===== config.mk =====
export PLATFORM = sky130hd
export DESIGN_NAME = rvalu_cell
export DESIGN_NICKNAME = d
export VERILOG_FILES = /design/src/hdl/rvalu_pkg.sv /design/src/hdl/rvalu_cell.sv
export SDC_FILE = /design/constraint.sdc
export NUM_CORES = 1
export LEC_CHECK = 0
export BUFFER_PORTS_ARGS = -buffer_cell sky130_fd_sc_hd__buf_2
export CAP_MARGIN = 5
export CORE_AREA = 8 8 200 202
export CTS_CLUSTER_SIZE = 14
export DETAILED_ROUTE_END_ITERATION = 8
export DIE_AREA = 0 0 208 210
export PLACE_DENSITY = 0.59
export RECOVER_POWER = 50
export SLEW_MARGIN = 0
export SYNTH_ARGS = -nofsm -noshare
export SYNTH_HDL_FRONTEND = slang
export SYNTH_SLANG_ARGS = --single-unit

===== constraint.sdc =====
create_clock -name clk_i -period 1.5 [get_ports clk_i]
set_clock_uncertainty 0.15 [all_clocks]
set_input_delay 0.075 -clock clk_i [delete_from_list [all_inputs] [get_ports clk_i]]
set_output_delay 0.075 -clock clk_i [all_outputs]
set_load 0.01 [all_outputs]

===== src/hdl/rvalu_pkg.sv =====
// ----------------------------------------------------------------------------
// rvalu_pkg
// Shared types, opcode fields and helpers of the RV64IM integer execute unit.
// ----------------------------------------------------------------------------
`default_nettype none

package rvalu_pkg;

  localparam int unsigned XLEN       = 64;
  localparam int unsigned HALF       = XLEN / 2;
  localparam int unsigned MUL_STAGES = 4;
  // decode register, multiplier stages, one cell per quotient bit, output register
  localparam int unsigned LATENCY    = 1 + MUL_STAGES + XLEN + 1;

  typedef enum logic [1:0] {
    KIND_OP_IMM   = 2'd0,
    KIND_OP       = 2'd1,
    KIND_OP_IMM_W = 2'd2,
    KIND_OP_W     = 2'd3
  } kind_e;

  // base integer funct3 codes
  localparam logic [2:0] F3_ADD  = 3'd0;
  localparam logic [2:0] F3_SLL  = 3'd1;
  localparam logic [2:0] F3_SLT  = 3'd2;
  localparam logic [2:0] F3_SLTU = 3'd3;
  localparam logic [2:0] F3_XOR  = 3'd4;
  localparam logic [2:0] F3_SR   = 3'd5;
  localparam logic [2:0] F3_OR   = 3'd6;
  localparam logic [2:0] F3_AND  = 3'd7;

  // multiply / divide funct3 codes
  localparam logic [2:0] F3_MUL    = 3'd0;
  localparam logic [2:0] F3_MULH   = 3'd1;
  localparam logic [2:0] F3_MULHSU = 3'd2;
  localparam logic [2:0] F3_MULHU  = 3'd3;
  localparam logic [2:0] F3_DIV    = 3'd4;
  localparam logic [2:0] F3_DIVU   = 3'd5;
  localparam logic [2:0] F3_REM    = 3'd6;
  localparam logic [2:0] F3_REMU   = 3'd7;

  localparam logic [6:0] F7_BASE   = 7'h00;
  localparam logic [6:0] F7_ALT    = 7'h20;
  localparam logic [6:0] F7_MULDIV = 7'h01;
  localparam logic [5:0] F6_BASE   = 6'h00;
  localparam logic [5:0] F6_SRA    = 6'h10;

  typedef struct packed {
    logic            valid;
    logic            illegal;
    logic            is_div;
    logic            rem_sel;
    logic            negq;
    logic            negr;
    logic            word;
    logic [XLEN-1:0] side;
  } ctl_t;

  typedef struct packed {
    logic [XLEN-1:0] rem;
    logic [XLEN-1:0] quo;
    logic [XLEN-1:0] dvs;
  } div_t;

  typedef struct packed {
    logic            is_mul;
    logic            hi;
    logic            sa;
    logic            sb;
    logic [XLEN-1:0] a;
    logic [XLEN-1:0] b;
  } mul_t;

  function automatic logic [XLEN-1:0] sext32(input logic [HALF-1:0] v);
    return {{HALF{v[HALF-1]}}, v};
  endfunction

endpackage

`default_nettype wire


===== src/hdl/rvalu_cell.sv =====
// ----------------------------------------------------------------------------
// rvalu_cell
// One restoring-division step: one quotient bit per cell, registered.
// ----------------------------------------------------------------------------
`default_nettype none

module rvalu_cell (
  input  logic            clk_i,
  input  logic            rst_ni,
  input  rvalu_pkg::ctl_t ctl_i,
  input  rvalu_pkg::div_t div_i,
  output rvalu_pkg::ctl_t ctl_o,
  output rvalu_pkg::div_t div_o
);
  import rvalu_pkg::*;

  logic [XLEN:0]   shifted;
  logic [XLEN+1:0] diff;
  logic            ge;
  div_t            div_d, div_q;
  ctl_t            ctl_q;

  assign shifted = {div_i.rem, div_i.quo[XLEN-1]};
  assign diff    = {1'b0, shifted} - {2'b00, div_i.dvs};
  assign ge      = ~diff[XLEN+1];

  always_comb begin
    div_d.rem = ge ? diff[XLEN-1:0] : shifted[XLEN-1:0];
    div_d.quo = {div_i.quo[XLEN-2:0], ge};
    div_d.dvs = div_i.dvs;
  end

  always_ff @(posedge clk_i or negedge rst_ni) begin
    if (!rst_ni) begin
      ctl_q <= '0;
    end else begin
      ctl_q <= ctl_i;
    end
  end

  always_ff @(posedge clk_i) begin
    div_q <= div_d;
  end

  assign ctl_o = ctl_q;
  assign div_o = div_q;

endmodule

`default_nettype wire


==> results of run 1 <==
-- placed cells by master (no fill, tap or decap), drive strengths merged, types with 64 or more instances in the layout --
| cell | count |
|---|---|
| ha | 64 |
| nor2 | 96 |
| buf | 792 |
| clkbuf | 77 |
| dfrtp | 71 |
| dfxtp | 192 |
| inv | 87 |
| dlygate4sd3 | 340 |
| a21oi | 133 |
| nand2 | 71 |
-- where the power goes --
group,total (uW),switching (uW),internal [uW]
sequential,7890,212,7670
combinational,6510,3070,3450
clock,7630,2970,4660
-- cell families after synthesis --
logic type	count (synthesis)	share of synthesized area (%)
XOR/XNOR	57	4.886
multiplexers	14	1.518
AO/OA/AOI/OAI	268	16.40
AND/OR/NAND/NOR	226	9.685
adder cells (fa/ha/maj)	65	8.032
buffers and inverters	113	4.481
flip-flops	263	55.00
-- sequential cells by signal, indices dropped and copies added (netlist names) --
signal,cells
ctl_o,71
div_o,192
-- cells in the mapped netlist, types with 2 or more instances --
library cell and count:
sky130_fd_sc_hd__a211o_1 2, sky130_fd_sc_hd__a211oi_1 8, sky130_fd_sc_hd__a21boi_0 2, sky130_fd_sc_hd__a21o_1 26
sky130_fd_sc_hd__a21oi_1 133, sky130_fd_sc_hd__a221oi_1 3, sky130_fd_sc_hd__a22oi_1 2, sky130_fd_sc_hd__a2bb2oi_1 2
sky130_fd_sc_hd__a31o_2 4, sky130_fd_sc_hd__a31oi_1 10, sky130_fd_sc_hd__a41o_1 2, sky130_fd_sc_hd__and2_1 3
sky130_fd_sc_hd__and3_1 6, sky130_fd_sc_hd__buf_2 11, sky130_fd_sc_hd__buf_4 3, sky130_fd_sc_hd__clkbuf_1 11
sky130_fd_sc_hd__dfrtp_1 71, sky130_fd_sc_hd__dfxtp_1 192, sky130_fd_sc_hd__ha_1 64, sky130_fd_sc_hd__inv_1 86
sky130_fd_sc_hd__mux2_1 3, sky130_fd_sc_hd__mux2_2 9, sky130_fd_sc_hd__mux2i_1 2, sky130_fd_sc_hd__nand2_1 71
sky130_fd_sc_hd__nand2b_1 2, sky130_fd_sc_hd__nand3_1 12, sky130_fd_sc_hd__nand3b_1 2, sky130_fd_sc_hd__nand4_1 12
sky130_fd_sc_hd__nor2_1 96, sky130_fd_sc_hd__nor2b_1 5, sky130_fd_sc_hd__nor3_1 4, sky130_fd_sc_hd__nor4_1 2
sky130_fd_sc_hd__o211ai_1 6, sky130_fd_sc_hd__o21a_1 7, sky130_fd_sc_hd__o21ai_0 28, sky130_fd_sc_hd__o21ai_1 3
sky130_fd_sc_hd__o21bai_1 13, sky130_fd_sc_hd__o221ai_1 4, sky130_fd_sc_hd__o31a_1 2, sky130_fd_sc_hd__or2_2 2
sky130_fd_sc_hd__or3_1 4, sky130_fd_sc_hd__or3b_1 2, sky130_fd_sc_hd__xnor2_1 31, sky130_fd_sc_hd__xor2_1 26
-- worst max-delay path, stage by stage --
cell,delay [ns]
sky130_fd_sc_hd__buf_8,0.10
sky130_fd_sc_hd__inv_4,0.05
sky130_fd_sc_hd__ha_4,0.21
sky130_fd_sc_hd__a21oi_4,0.16
sky130_fd_sc_hd__o21ai_2,0.08
sky130_fd_sc_hd__a21o_1,0.18
sky130_fd_sc_hd__a221o_2,0.40
sky130_fd_sc_hd__a31oi_4,0.29
sky130_fd_sc_hd__o41ai_4,0.11
sky130_fd_sc_hd__a211oi_2,0.33
sky130_fd_sc_hd__o31ai_4,0.13
sky130_fd_sc_hd__buf_6,0.15
sky130_fd_sc_hd__buf_12,0.13
sky130_fd_sc_hd__buf_16,0.15
sky130_fd_sc_hd__buf_12,0.15
sky130_fd_sc_hd__nor2_4,0.09
sky130_fd_sc_hd__a21oi_2,0.04
-- per-layer routing --
metal,vias up,GRT usage (%),wire [um],share of wire [%]
met4,4,10.70,2484,4.8
met2,504,40.88,26870,52
met1,5765,22.81,18800,36
met5,-,0,23,0.044
met3,141,5.792,3523,6.8
li1,5825,-,-,-
-- stage by stage --
stage	total power [uW]	worst slack [ns]
6_report	22030	-1.054
5_1_grt	23000	-1.128
4_1_cts	21790	-0.9748
3_5_place_dp	12930	-1.712
3_3_place_gp	12910	-1.717
2_1_floorplan	10290	-1.199
-- area by class of cell --
type | count | area, um^2 | share of cell area [%]
timing repair buffer | 1171 | 8737 | 40.71
sequential | 263 | 5620 | 26.19
multi-input combinational | 630 | 5110 | 23.81
clock buffer | 39 | 813.3 | 3.789
tap | 474 | 593.1 | 2.763
inverter | 86 | 355.3 | 1.656
clock inverter | 13 | 210.2 | 0.9794
antenna | 9 | 22.52 | 0.1049
-- what timing repair did --
action,CTS,global route
gates resized for setup,155,64
pin swaps,56,29
cloned,8,2
buffers inserted,17,5
endpoints found under the setup margin,65,65
hold buffers,316,24
endpoints found under the hold margin,333,30
-- path summary, 6_finish.rpt --
check,startpoint,end,slack [ns],depth (start not counted)
setup / recovery,div_i[8],div_o[152],-1.05,17
hold / removal,div_i[4],div_o[4],-0.52,1
max in group asynchronous,rst_ni,ctl_o[21],0.36,4
min in group asynchronous,rst_ni,ctl_o[53],0.54,4
==> metrics.json, run 1 <==
{
  "netlist-cell-type-count": {"value": 61},
  "fp.dieArea": {"value": 0.04368, "unit": "mm^2"},
  "worst_hold_path_type": {"value": "input pin to flip-flop"},
  "maxCapViolCount": {"value": 0},
  "post_drt_wl_per_cell": {"value": 19.25, "unit": "um"},
  "grt_pass1_vias": {"value": 13260},
  "drive_gt1_share": {"value": 46.91, "unit": "%"},
  "die_h": {"value": 210, "unit": "um"},
  "ioPinCount": {"value": 528},
  "place_hpwl": {"value": 34.43, "unit": "mm"},
  "async_reset_ff_share": {"value": 27.00, "unit": "%"},
  "netlist.area_leader.share": {"value": 37.61, "unit": "%"},
  "timing.critical_path.from_type": {"value": "input pin"},
  "max-clock-path-buffers": {"value": 3},
  "die_width": {"value": 208, "unit": "um"},
  "cts_sinks": {"value": 263},
  "synth.avg_cell_area": {"value": 10.16, "unit": "um^2"},
  "post-route-worst-setup-slack": {"value": -1.054, "unit": "ns"},
  "cp_data_arrival_time": {"value": 2.85, "unit": "ns"},
  "viasPerCell": {"value": 4.558},
  "hold_viol": {"value": 13},
  "areaGrowthSynthToFinish": {"value": 110.0, "unit": "%"},
  "yosys-top-cells-area": {"value": "sky130_fd_sc_hd__dfxtp_1 (38%), sky130_fd_sc_hd__dfrtp_1 (17%), sky130_fd_sc_hd__ha_1 (7.8%)"},
  "place_congestion": {"value": 0.8918},
  "synth_warnings": {"value": 0},
  "static-leakage-power": {"value": 0.01037, "unit": "uW"},
  "fillers": {"value": 2981},
  "maxSlewHeadroom": {"value": 71.88, "unit": "%"},
  "cts-root-buf": {"value": "sky130_fd_sc_hd__clkbuf_16"},
  "wl": {"value": 51.70, "unit": "mm"},
  "rsz0062_at_grt": {"value": "yes"},
  "setup_viol_count_final": {"value": 65},
  "largest_net_degree_at_the_start_of_global_routing": {"value": 72},
  "finalMaxSlewViolations": {"value": 0},
  "cts_buffers": {"value": 28},
  "grt_antenna_before_repair": {"value": 11},
  "dpl_cell_area": {"value": 0.01580, "unit": "mm^2"},
  "globalRouteOverflowTotal": {"value": 0},
  "drt-pass1-iter-count": {"value": 5},
  "portBuffers": {"value": 527},
  "endpoint_kind": {"value": "flip-flop"},
  "cts_tree": {"value": "built"},
  "final_core_util": {"value": 58.07, "unit": "%"},
  "place_inst": {"value": 2254},
  "worst-path-max-fanout": {"value": 6},
  "timing_worst_slew_pin_value": {"value": 0.4187, "unit": "ns"},
  "timing.final.crit_share": {"value": 170.3, "unit": "%"},
  "design.core.area": {"value": 0.03696, "unit": "mm^2"},
  "drtIter0Drc": {"value": 459},
  "final_area": {"value": 0.02146, "unit": "mm^2"},
  "h-tree-depth": {"value": 1},
  "post_layout_nonfiller_instances": {"value": 2685},
  "yosys_most_used_dff": {"value": "sky130_fd_sc_hd__dfxtp_1"},
  "outcome": {"value": "finished, violations left"},
  "syn_nets": {"value": 1336},
  "post-synth-top-area-cell": {"value": "sky130_fd_sc_hd__dfxtp_1"},
  "critical_path_required": {"value": 1.79, "unit": "ns"},
  "drcViolationCount": {"value": 0},
  "vias": {"value": 12240},
  "timing.fmax": {"value": 0.3915, "unit": "GHz"},
  "timing_worst_setup_path_type": {"value": "input pin to flip-flop"},
  "design.final.nets": {"value": 2510},
  "synth_seq_cells": {"value": 263},
  "postRouteAntennaNets": {"value": 0},
  "worst_supply_voltage_drop_on_vdd": {"value": 0.0008883, "unit": "V"},
  "synth-edff-count": {"value": 0},
  "num_rows": {"value": 71},
  "hold_slack": {"value": -0.5214, "unit": "ns"},
  "pwr_density_cell": {"value": 1026, "unit": "mW/mm^2"},
  "start_util": {"value": 27.65, "unit": "%"},
  "first_pass_grt_wire_length": {"value": 76.53, "unit": "mm"},
  "final.setup.tns": {"value": -60.95, "unit": "ns"},
  "clk_pin_slew_worst_paths": {"value": 0.06, "unit": "ns"},
  "grtUsageTotal": {"value": 21.99, "unit": "%"},
  "finalCriticalPeriod": {"value": 2.554, "unit": "ns"},
  "violations": {"value": "negative hold slack, negative setup slack"},
  "yosysSeqAreaShare": {"value": 55.00, "unit": "%"},
  "synth_cells": {"value": 1006},
  "synth.cell_area": {"value": 0.01022, "unit": "mm^2"}
}
(Power assumes the default switching activity.)
==> run 2: changes to the inputs <==
Settings changed: CTS_BUF_LIST from default to sky130_fd_sc_hd__clkbuf_4 sky130_fd_sc_hd__clkbuf_8, CTS_CLUSTER_DIAMETER from default to 50, GPL_TIMING_DRIVEN from default to 0.
==> metrics.json, run 2 (synthesis results as in run 1) <==
{
  "endpoint_kind": {"value": "flip-flop"},
  "die_h": {"value": 210, "unit": "um", "change": "unchanged"},
  "finalCriticalPeriod": {"value": 2.620, "unit": "ns", "change": "+0.06504 ns"},
  "final_core_util": {"value": 53.46, "unit": "%", "change": "-4.6 points"},
  "grt_antenna_before_repair": {"value": 6, "change": "-5"},
  "place_congestion": {"value": 0.8682, "change": "-2.6%"},
  "cts-root-buf": {"value": "sky130_fd_sc_hd__clkbuf_8"},
  "dpl_cell_area": {"value": 0.01386, "unit": "mm^2", "change": "-12%"},
  "timing.fmax": {"value": 0.3817, "unit": "GHz", "change": "-2.5%"},
  "fp.dieArea": {"value": 0.04368, "unit": "mm^2", "change": "unchanged"},
  "drtIter0Drc": {"value": 497, "change": "+8.3%"},
  "place_hpwl": {"value": 32.18, "unit": "mm", "change": "-6.5%"},
  "num_rows": {"value": 71, "change": "unchanged"},
  "portBuffers": {"value": 527, "change": "unchanged"},
  "design.core.area": {"value": 0.03696, "unit": "mm^2", "change": "unchanged"},
  "worst_hold_path_type": {"value": "input pin to flip-flop"},
  "areaGrowthSynthToFinish": {"value": 93.33, "unit": "%"},
  "pwr_density_cell": {"value": 991.0, "unit": "mW/mm^2", "change": "-3.4%"},
  "cts_tree": {"value": "built"},
  "drive_gt1_share": {"value": 39.77, "unit": "%", "change": "-7.1 points"},
  "violations": {"value": "negative hold slack, negative setup slack"},
  "fillers": {"value": 3164, "change": "+6.1%"},
  "timing_worst_setup_path_type": {"value": "input pin to flip-flop"},
  "viasPerCell": {"value": 4.621, "change": "+1.4%"},
  "cp_data_arrival_time": {"value": 2.92, "unit": "ns", "change": "+0.07 ns"},
  "drcViolationCount": {"value": 0, "change": "unchanged"},
  "clk_pin_slew_worst_paths": {"value": 0.08, "unit": "ns", "change": "+0.02 ns"},
  "rsz0062_at_grt": {"value": "yes"},
  "final.setup.tns": {"value": -67.03, "unit": "ns", "change": "-6.074 ns"},
  "max-clock-path-buffers": {"value": 3, "change": "unchanged"},
  "post_drt_wl_per_cell": {"value": 19.87, "unit": "um", "change": "+3.2%"},
  "worst-path-max-fanout": {"value": 9, "change": "+3"},
  "globalRouteOverflowTotal": {"value": 0, "change": "unchanged"},
  "timing.critical_path.from_type": {"value": "input pin"},
  "maxSlewHeadroom": {"value": 37.42, "unit": "%", "change": "-34 points"},
  "worst_supply_voltage_drop_on_vdd": {"value": 0.0007221, "unit": "V", "change": "-19%"},
  "grt_pass1_vias": {"value": 12350, "change": "-6.9%"},
  "wl": {"value": 49.69, "unit": "mm", "change": "-3.9%"},
  "layout_common_cells": {"value": "sky130_fd_sc_hd__buf_2 (486), sky130_fd_sc_hd__dlygate4sd3_1 (392), sky130_fd_sc_hd__dfxtp_1 (192)"},
  "timing_worst_slew_pin_value": {"value": 0.9387, "unit": "ns", "change": "+0.5200 ns"},
  "maxCapViolCount": {"value": 0, "change": "unchanged"},
  "layout_commonest_cell": {"value": "sky130_fd_sc_hd__buf_2"},
  "first_pass_grt_wire_length": {"value": 72.15, "unit": "mm", "change": "-5.7%"},
  "critical_path_required": {"value": 1.80, "unit": "ns", "change": "about the same"},
  "cts_buffers": {"value": 34, "change": "+21%"},
  "largest_net_degree_at_the_start_of_global_routing": {"value": 72, "change": "unchanged"},
  "h-tree-depth": {"value": 2, "change": "+1"},
  "grtUsageTotal": {"value": 20.84, "unit": "%", "change": "-1.2 points"},
  "vias": {"value": 11560, "change": "-5.6%"},
  "pre_cts_slack": {"value": -2.301, "unit": "ns", "change": "-0.5885 ns"},
  "final_area": {"value": 0.01976, "unit": "mm^2", "change": "-8.0%"},
  "timing.final.crit_share": {"value": 174.6, "unit": "%", "change": "+4.3 points"},
  "design.final.nets": {"value": 2331, "change": "-7.1%"},
  "start_util": {"value": 27.65, "unit": "%", "change": "unchanged"},
  "largest_register_ff_count": {"value": 192, "change": "unchanged"},
  "drt-pass1-iter-count": {"value": 5, "change": "unchanged"},
  "finalMaxSlewViolations": {"value": 0, "change": "unchanged"},
  "ioPinCount": {"value": 528, "change": "unchanged"},
  "die_width": {"value": 208, "unit": "um", "change": "unchanged"},
  "hold_viol": {"value": 50, "change": "+37"},
  "setup_viol_count_final": {"value": 65, "change": "unchanged"},
  "postRouteAntennaNets": {"value": 0, "change": "unchanged"},
  "static-leakage-power": {"value": 0.009275, "unit": "uW", "change": "-11%"},
  "outcome": {"value": "finished, violations left"},
  "cts_sinks": {"value": 263, "change": "unchanged"},
  "post-route-worst-setup-slack": {"value": -1.120, "unit": "ns", "change": "-0.06504 ns"},
  "hold_slack": {"value": -0.5430, "unit": "ns", "change": "-0.02153 ns"}
}
-- run 2: cell count changes in the layout (fill, tap and decap cells not counted), sizes merged --
| cell | previous run | this run |
|---|---|---|
| clkinv | 7 | 5 |
| buf | 792 | 551 |
| dlygate4sd3 | 340 | 392 |
| bufinv | 5 | 2 |
| inv | 87 | 93 |
| bufbuf | 1 | 0 |
| clkinvlp | 0 | 2 |
| diode | 9 | 3 |
| clkbuf | 77 | 86 |
-- run 2: worst max-delay path: stages --
cell	delay [ns]
sky130_fd_sc_hd__buf_6	0.09
sky130_fd_sc_hd__inv_2	0.06
sky130_fd_sc_hd__ha_4	0.20
sky130_fd_sc_hd__o211ai_1	0.19
sky130_fd_sc_hd__a21o_1	0.16
sky130_fd_sc_hd__a21oi_2	0.08
sky130_fd_sc_hd__a221o_2	0.41
sky130_fd_sc_hd__a31oi_4	0.28
sky130_fd_sc_hd__o41ai_4	0.11
sky130_fd_sc_hd__buf_4	0.17
sky130_fd_sc_hd__a211oi_4	0.33
sky130_fd_sc_hd__o31ai_4	0.10
sky130_fd_sc_hd__buf_12	0.17
sky130_fd_sc_hd__clkbuf_16	0.18
sky130_fd_sc_hd__mux2_4	0.29
-- run 2: cell type report --
cell class | instances | area, um^2 | area share, %
well taps | 474 | 593.1 | 3.002
plain buffers | 25 | 277.8 | 1.406
multi-input cells | 630 | 5122 | 25.93
flip-flops and latches | 263 | 5620 | 28.45
diodes | 3 | 7.507 | 0.03800
repair buffers | 961 | 7028 | 35.58
clock inverters | 16 | 203.9 | 1.032
inverters | 86 | 347.8 | 1.761
clock buffers | 43 | 554.3 | 2.806
-- run 2: per-layer routing --
layer | share of wire [%] | track usage [%]
met5 | 0.032 | 0
met4 | 5.1 | 11.01
met3 | 6.5 | 5.763
met2 | 51 | 38.61
met1 | 37 | 21.22
-- run 2: per-stage QoR --
step	hold slack (ns)	cells	power [uW]
floorplan	-0.3706	1006	10290
global placement	0.02819	2007	12020
detailed placement	0.02936	2007	12040
CTS	-0.6118	2439	19080
global route	-0.5778	2501	20500
finish	-0.5430	2501	19580
-- run 2: timing repair --
action / 4_1_cts / 5_1_grt
hold endpoints to repair: 333 / 78
hold buffers: 345 / 47
endpoints found under the setup margin: 65 / 65
pin swaps: 23 / 22
cloned: 0 / 3
gates resized for setup: 73 / 146
buffers inserted: 28 / 11
-- run 2: power breakdown --
part	internal (uW)	switching [uW]
registers	7660	188
logic	2830	2850
clock network	2940	3110
total	13400	6150
-- run 2: path summary, 6_finish.rpt --
path                       startpoint         end  slack [ns]  depth (start not counted)
worst min-delay path        div_i[46]   div_o[46]       -0.54                          1
worst max-delay path         div_i[2]  div_o[129]       -1.12                         15
min in group asynchronous      rst_ni   ctl_o[42]        0.12                          2
max in group asynchronous      rst_ni   ctl_o[54]        0.45                          2
